`src/hdl/crk_pkg.sv`:
```
// Shared types and constants for the Catmull-Rom keyframe interpolator.
`timescale 1ns / 1ps

package crk_pkg;

  localparam int KEY_DEPTH_DEF = 64;
  localparam int COORDS        = 6;
  localparam int DIV_STEPS     = 16;
  localparam int ACC_W         = 40;

  typedef struct packed {
    logic [31:0]              tm;
    logic [COORDS-1:0][31:0]  pt;
  } key_row_t;

  typedef enum logic [2:0] {
    ST_IDLE,
    ST_KEY0,
    ST_LAST,
    ST_SCAN,
    ST_LOAD,
    ST_DIV,
    ST_MAC,
    ST_PUB
  } state_t;

  typedef enum logic [2:0] {
    MAC_NONE,
    MAC_LOADC,
    MAC_MUL,
    MAC_ADDB,
    MAC_ADDA,
    MAC_ADDP,
    MAC_SAT
  } mac_op_t;

  typedef struct packed {
    logic        wr_key;
    logic        q_load;
    logic        stage_zero;
    logic        stage_key;
    logic        row_cap;
    logic [1:0]  row_slot;
    logic        div_init;
    logic        div_step;
    mac_op_t     mac_op;
    logic [2:0]  coord;
    logic [5:0]  seg;
    logic        publish;
  } cmd_t;

  typedef struct packed {
    logic q_le_rd;
    logic q_ge_rd;
    logic rd_gt_q;
  } sts_t;

  function automatic mac_op_t phase_op(input logic [2:0] ph);
    mac_op_t op;
    begin
      op = MAC_NONE;
      unique case (ph)
        3'd0: op = MAC_LOADC;
        3'd1, 3'd3, 3'd5: op = MAC_MUL;
        3'd2: op = MAC_ADDB;
        3'd4: op = MAC_ADDA;
        3'd6: op = MAC_ADDP;
        3'd7: op = MAC_SAT;
        default: op = MAC_NONE;
      endcase
      return op;
    end
  endfunction

endpackage

```
`src/hdl/crk_ctrl.sv`:
```
// Controller: sequences search, row loads, division and Horner steps.
`timescale 1ns / 1ps

module crk_ctrl #(
  parameter int KEY_DEPTH = crk_pkg::KEY_DEPTH_DEF
) (
  input  logic                         clk,
  input  logic                         rst_n,
  input  logic                         in_valid,
  input  logic                         in_action,
  input  logic                         cfg_wr_en,
  input  logic [6:0]                   cfg_wr_data,
  input  logic                         out_stall,
  input  crk_pkg::sts_t                sts,
  output crk_pkg::cmd_t                cmd,
  output logic [$clog2(KEY_DEPTH)-1:0] rd_addr,
  output logic                         in_stall,
  output logic                         out_valid
);

  localparam int AW = $clog2(KEY_DEPTH);
  localparam int CW = $clog2(KEY_DEPTH + 1);

  crk_pkg::state_t state_r, state_nxt;
  logic [6:0]    key_count_r;
  logic [AW-1:0] chk_r, chk_nxt;
  logic [AW-1:0] i0_r, i1_r, i2_r, i3_r;
  logic [AW-1:0] i0_nxt, i1_nxt, i2_nxt, i3_nxt;
  logic [4:0]    cnt_r, cnt_nxt;
  logic [2:0]    coord_r, coord_nxt;
  logic [2:0]    phase_r, phase_nxt;
  logic          out_valid_r, out_valid_nxt;
  logic [CW-1:0] n;
  logic [AW-1:0] last;
  logic          accept;
  logic          found;

  always_ff @(posedge clk) begin
    if (!rst_n) begin
      state_r     <= crk_pkg::ST_IDLE;
      key_count_r <= '0;
      out_valid_r <= 1'b0;
    end else begin
      state_r     <= state_nxt;
      out_valid_r <= out_valid_nxt;
      if (cfg_wr_en) begin
        key_count_r <= cfg_wr_data;
      end
    end
  end

  always_ff @(posedge clk) begin
    chk_r   <= chk_nxt;
    i0_r    <= i0_nxt;
    i1_r    <= i1_nxt;
    i2_r    <= i2_nxt;
    i3_r    <= i3_nxt;
    cnt_r   <= cnt_nxt;
    coord_r <= coord_nxt;
    phase_r <= phase_nxt;
  end

  assign n      = ({4'd0, key_count_r} > 11'(KEY_DEPTH)) ? CW'(KEY_DEPTH) : CW'(key_count_r);
  assign last   = AW'(n - CW'(1));
  assign accept = in_valid && !in_stall;
  assign found  = sts.rd_gt_q || (chk_r == last);

  assign in_stall  = state_r != crk_pkg::ST_IDLE;
  assign out_valid = out_valid_r;

  always_comb begin
    state_nxt     = state_r;
    chk_nxt       = chk_r;
    i0_nxt        = i0_r;
    i1_nxt        = i1_r;
    i2_nxt        = i2_r;
    i3_nxt        = i3_r;
    cnt_nxt       = cnt_r;
    coord_nxt     = coord_r;
    phase_nxt     = phase_r;
    out_valid_nxt = out_valid_r && out_stall;
    cmd           = '0;
    cmd.mac_op    = crk_pkg::MAC_NONE;
    cmd.coord     = coord_r;
    rd_addr       = '0;

    unique case (state_r)
      crk_pkg::ST_IDLE: begin
        if (accept && !in_action) begin
          cmd.wr_key = 1'b1;
        end else if (accept) begin
          cmd.q_load = 1'b1;
          if (n == '0) begin
            cmd.stage_zero = 1'b1;
            state_nxt      = crk_pkg::ST_PUB;
          end else begin
            state_nxt = crk_pkg::ST_KEY0;
          end
        end
      end
      crk_pkg::ST_KEY0: begin
        rd_addr = last;
        if (n == CW'(1) || sts.q_le_rd) begin
          cmd.stage_key = 1'b1;
          state_nxt     = crk_pkg::ST_PUB;
        end else begin
          state_nxt = crk_pkg::ST_LAST;
        end
      end
      crk_pkg::ST_LAST: begin
        rd_addr = AW'(1);
        chk_nxt = AW'(1);
        if (sts.q_ge_rd) begin
          cmd.stage_key = 1'b1;
          cmd.seg       = 6'(last);
          state_nxt     = crk_pkg::ST_PUB;
        end else begin
          state_nxt = crk_pkg::ST_SCAN;
        end
      end
      crk_pkg::ST_SCAN: begin
        rd_addr = chk_r + AW'(1);
        chk_nxt = chk_r + AW'(1);
        if (found) begin
          i2_nxt    = chk_r;
          i1_nxt    = chk_r - AW'(1);
          i0_nxt    = (chk_r == AW'(1)) ? '0 : chk_r - AW'(2);
          i3_nxt    = ((CW'(chk_r) + CW'(1)) < n) ? chk_r + AW'(1) : last;
          cnt_nxt   = '0;
          state_nxt = crk_pkg::ST_LOAD;
        end
      end
      crk_pkg::ST_LOAD: begin
        case (cnt_r[1:0])
          2'd0:    rd_addr = i0_r;
          2'd1:    rd_addr = i1_r;
          2'd2:    rd_addr = i2_r;
          default: rd_addr = i3_r;
        endcase
        cmd.row_cap  = cnt_r != '0;
        cmd.row_slot = 2'(cnt_r - 5'd1);
        cnt_nxt      = cnt_r + 5'd1;
        if (cnt_r == 5'd4) begin
          cmd.div_init = 1'b1;
          cnt_nxt      = '0;
          state_nxt    = crk_pkg::ST_DIV;
        end
      end
      crk_pkg::ST_DIV: begin
        cmd.div_step = 1'b1;
        cnt_nxt      = cnt_r + 5'd1;
        if (cnt_r == 5'(crk_pkg::DIV_STEPS - 1)) begin
          coord_nxt = '0;
          phase_nxt = '0;
          state_nxt = crk_pkg::ST_MAC;
        end
      end
      crk_pkg::ST_MAC: begin
        cmd.mac_op = crk_pkg::phase_op(phase_r);
        cmd.seg    = 6'(i1_r);
        phase_nxt  = phase_r + 3'd1;
        if (phase_r == 3'd7) begin
          coord_nxt = coord_r + 3'd1;
          if (coord_r == 3'(crk_pkg::COORDS - 1)) begin
            state_nxt = crk_pkg::ST_PUB;
          end
        end
      end
      crk_pkg::ST_PUB: begin
        if (!out_valid_r || !out_stall) begin
          cmd.publish   = 1'b1;
          out_valid_nxt = 1'b1;
          state_nxt     = crk_pkg::ST_IDLE;
        end
      end
      default: state_nxt = crk_pkg::ST_IDLE;
    endcase
  end

endmodule

```
`config.mk`:
```
export PLATFORM = sky130hd
export DESIGN_NAME = crk_ctrl
export DESIGN_NICKNAME = d
export VERILOG_FILES = /design/src/hdl/crk_pkg.sv /design/src/hdl/crk_ctrl.sv
export SDC_FILE = /design/constraint.sdc
export NUM_CORES = 1
export LEC_CHECK = 0
export ABC_CLOCK_PERIOD_IN_PS = 10450
export BUFFER_PORTS_ARGS = -buffer_cell sky130_fd_sc_hd__buf_2
export CORE_MARGIN = 2
export CORE_UTILIZATION = 30
export DETAILED_ROUTE_END_ITERATION = 12
export SLEW_MARGIN = 20
export SYNTH_ARGS = -nofsm -noshare
export SYNTH_HDL_FRONTEND = slang
export SYNTH_SLANG_ARGS = --single-unit
```
`constraint.sdc`:
```
create_clock -name clk -period 10.45 [get_ports clk]
set_clock_uncertainty 0.05 [all_clocks]
set_input_delay 0 -clock clk [delete_from_list [all_inputs] [get_ports clk]]
set_output_delay 0 -clock clk [all_outputs]
set_load 0.005 [all_outputs]
```
==> qor.txt <==
status: complete, no violations
die height: 111.4 µm
#FFs+latches synth: 55
htree depth: 2
CTS buffer count: 5
worst vdd ir: 0.09087 mV
via density per instance: 5.095
synthesized area: 3463 µm²
drt total wl: 8636 µm
chip width: 111.4 µm
fmax: 289.1 MHz
Max-cap violations: 0
clk slew on worst S/H paths: 0.07 ns
Die ar.: 12420 µm²
largest net degree at the start of global routing: 28
area delta synth->final: 17.20%
GR Util met2: 0.2354
Final Hold Vio Count: 0
Antenna Nets Post-Route: 0
I/O Buffers: 45
Setup TNS: 0 ns
antenna cells: 0
Worst-Skew Late Latency: 0.30 ns
CTS sink count: 55
DR pass1 iterations: 5
final slew viol count: 0
Synth Flop Type: edfxtp_1
area of the core: 11320 µm²
global route hottest layer: met2
Tmin final: 3.459 ns
syn nets: 402
asr flop ratio synth: 0
register area share after synthesis: 0.4364
IO Count: 46
row count: 39
post-cts sizing count: 0
CP Launch Type: register
Finish-stage setup viols: 0
Mapped Cells: 362
layout cells sized above 1: 0.1429
Rel. slew slack: 0.3924
DPL Wire Length: 6381 µm
CTS tree: yes
All-Layer GR Usage: 0.1387
Root Buffer: clkbuf_16
Final nets: 445
Clock Path Buffers: 2
Avg WL per Cell: 15.73 µm
RSZ-0062 raised after global routing: no
final design utilization: 0.3585
EDFF count, synth: 41
most frequent cells in the layout: nor2_1, buf_2, edfxtp_1
Post CTS Setup Buffer Count: 0
final period utilization: 0.3310
initial antenna violation count: 0
Initial Util: 0.3059
DR iter-0 viols: 242
GR met3 Demand/Resource: 0.02177
crit path kind: reg -> reg
worst-margin pin slew: 0.9030 ns
critical path peak fanout: 24
DRC errors left: 0
GP Congestion: 0.8469
worst path required time: 10.37 ns
via count: 2797
Netlist cell types: 49
commonest non-fill, non-tap cell in the layout: nor2_1
pwr/cell area: 217.6 nW/µm²
grt ovf: 0
GR Util met1: 0.1821
worst min path class: in -> reg
global-route wire length before repair: 13880 µm
CP Capture Type: register
vias in the first global route: 2750
YS warnings: 0
syn_area_per_cell: 9.567 µm²
Crit path arrival time: 3.38 ns
Pleak: 1.674 nW
routing by layer:
layer  wire length (µm)  part of all wire  vias up
met4                143             0.017        0
met5                  0                 0        -
met3                328             0.038       10
met2               4361              0.50       59
li1                   -                 -     1381
met1               3803              0.44     1347
logic make-up after synthesis:
| family | after synthesis | synth area share |
|---|---|---|
| XOR/XNOR | 18 | 0.04949 |
| AND/OR/NAND/NOR | 135 | 0.1922 |
| buffers and inverters | 42 | 0.04624 |
| flip-flops | 55 | 0.4364 |
| multiplexers | 14 | 0.04046 |
| AO/OA/AOI/OAI | 74 | 0.1485 |
| adder cells (fa/ha/maj) | 24 | 0.08671 |
power by group:
group | total (W) | internal, W | switching (W)
clock network | 0.000195 | 0.000114 | 0.0000805
logic | 0.000341 | 0.000147 | 0.000195
registers | 0.000347 | 0.000284 | 0.0000630
through the flow:
stage	cell area, µm²	std cells	setup WS [ns]	hold WS, ns	total power [W]
after floorplan	3463	362	6.565	-0.01890	0.0005808
after global placement	3801	532	7.150	0.1936	0.0006819
after CTS	4059	549	7.017	0.02149	0.0008860
after detailed placement	3801	532	7.025	0.2039	0.0006885
after global routing	4059	549	6.769	0.04767	0.0009425
final	4059	549	6.991	0.02701	0.0008831
final cells by class:
type                            instances  area [µm²]
Sequential cell                        55        1511
Clock buffer                            6       128.9
Tap cell                              143       178.9
Inverter                               23       86.33
Timing Repair Buffer                   55       322.8
Fill cell                            1160        7262
Multi-Input combinational cell        265        1792
Clock inverter                          2       38.79
worst paths after layout:
path | endpoint | depth (start not counted) | startpoint | slack, ns
max | i3_r[2] | 10 | key_count_r[6] | 6.99
min | state_r[2] | 3 | sts[0] | 0.03
max reg2reg | i3_r[2] | 10 | key_count_r[6] | 6.99
min reg2reg | out_valid | 2 | out_valid | 0.47
critical path, cell delays in order, from the launching register on:
cell and delay, ns:
dfxtp_1 0.56, inv_1 0.18, nand2_1 0.18, ha_1 0.33, or3b_1 0.39, a221oi_2 0.40, xnor2_1 0.16, nor4_4 0.35
nor2_1 0.09, nor2_1 0.10, buf_4 0.33
synthesized netlist by cell type, types with 3 or more instances:
| cell type | count | area share |
|---|---|---|
| nor2_1 | 49 | 0.053 |
| edfxtp_1 | 41 | 0.36 |
| nand2_1 | 29 | 0.031 |
| ha_1 | 24 | 0.087 |
| a21oi_1 | 23 | 0.033 |
| inv_1 | 23 | 0.025 |
| clkbuf_1 | 17 | 0.018 |
| o21ai_0 | 17 | 0.025 |
| nor2b_1 | 15 | 0.027 |
| dfxtp_1 | 14 | 0.081 |
| mux2i_1 | 14 | 0.040 |
| xnor2_1 | 10 | 0.025 |
| nand3_1 | 8 | 0.012 |
| nor3_1 | 7 | 0.010 |
| xor2_1 | 7 | 0.018 |
| a222oi_1 | 6 | 0.017 |
| and3_1 | 6 | 0.011 |
| o22ai_1 | 6 | 0.011 |
| nand2b_1 | 4 | 0.0072 |
| a21boi_0 | 3 | 0.0065 |
| nor4_1 | 3 | 0.0054 |
| nor4b_1 | 3 | 0.0076 |
| o21a_1 | 3 | 0.0065 |
what timing repair did:
action	CTS	global route
endpoints found under the hold margin	10	0
hold buffers	9	0
endpoints found under the setup margin	0	0
registers in the layout, summed over array words and instances, names as in the netlist, named ones only:
signal and flops:
i3_r 6, coord_r 3, out_valid 1, i0_r 6, state_r 3, chk_r 6, phase_r 3, i1_r 6
key_count_r 7, cnt_r 5, i2_r 6
(Power assumes the default switching activity.)
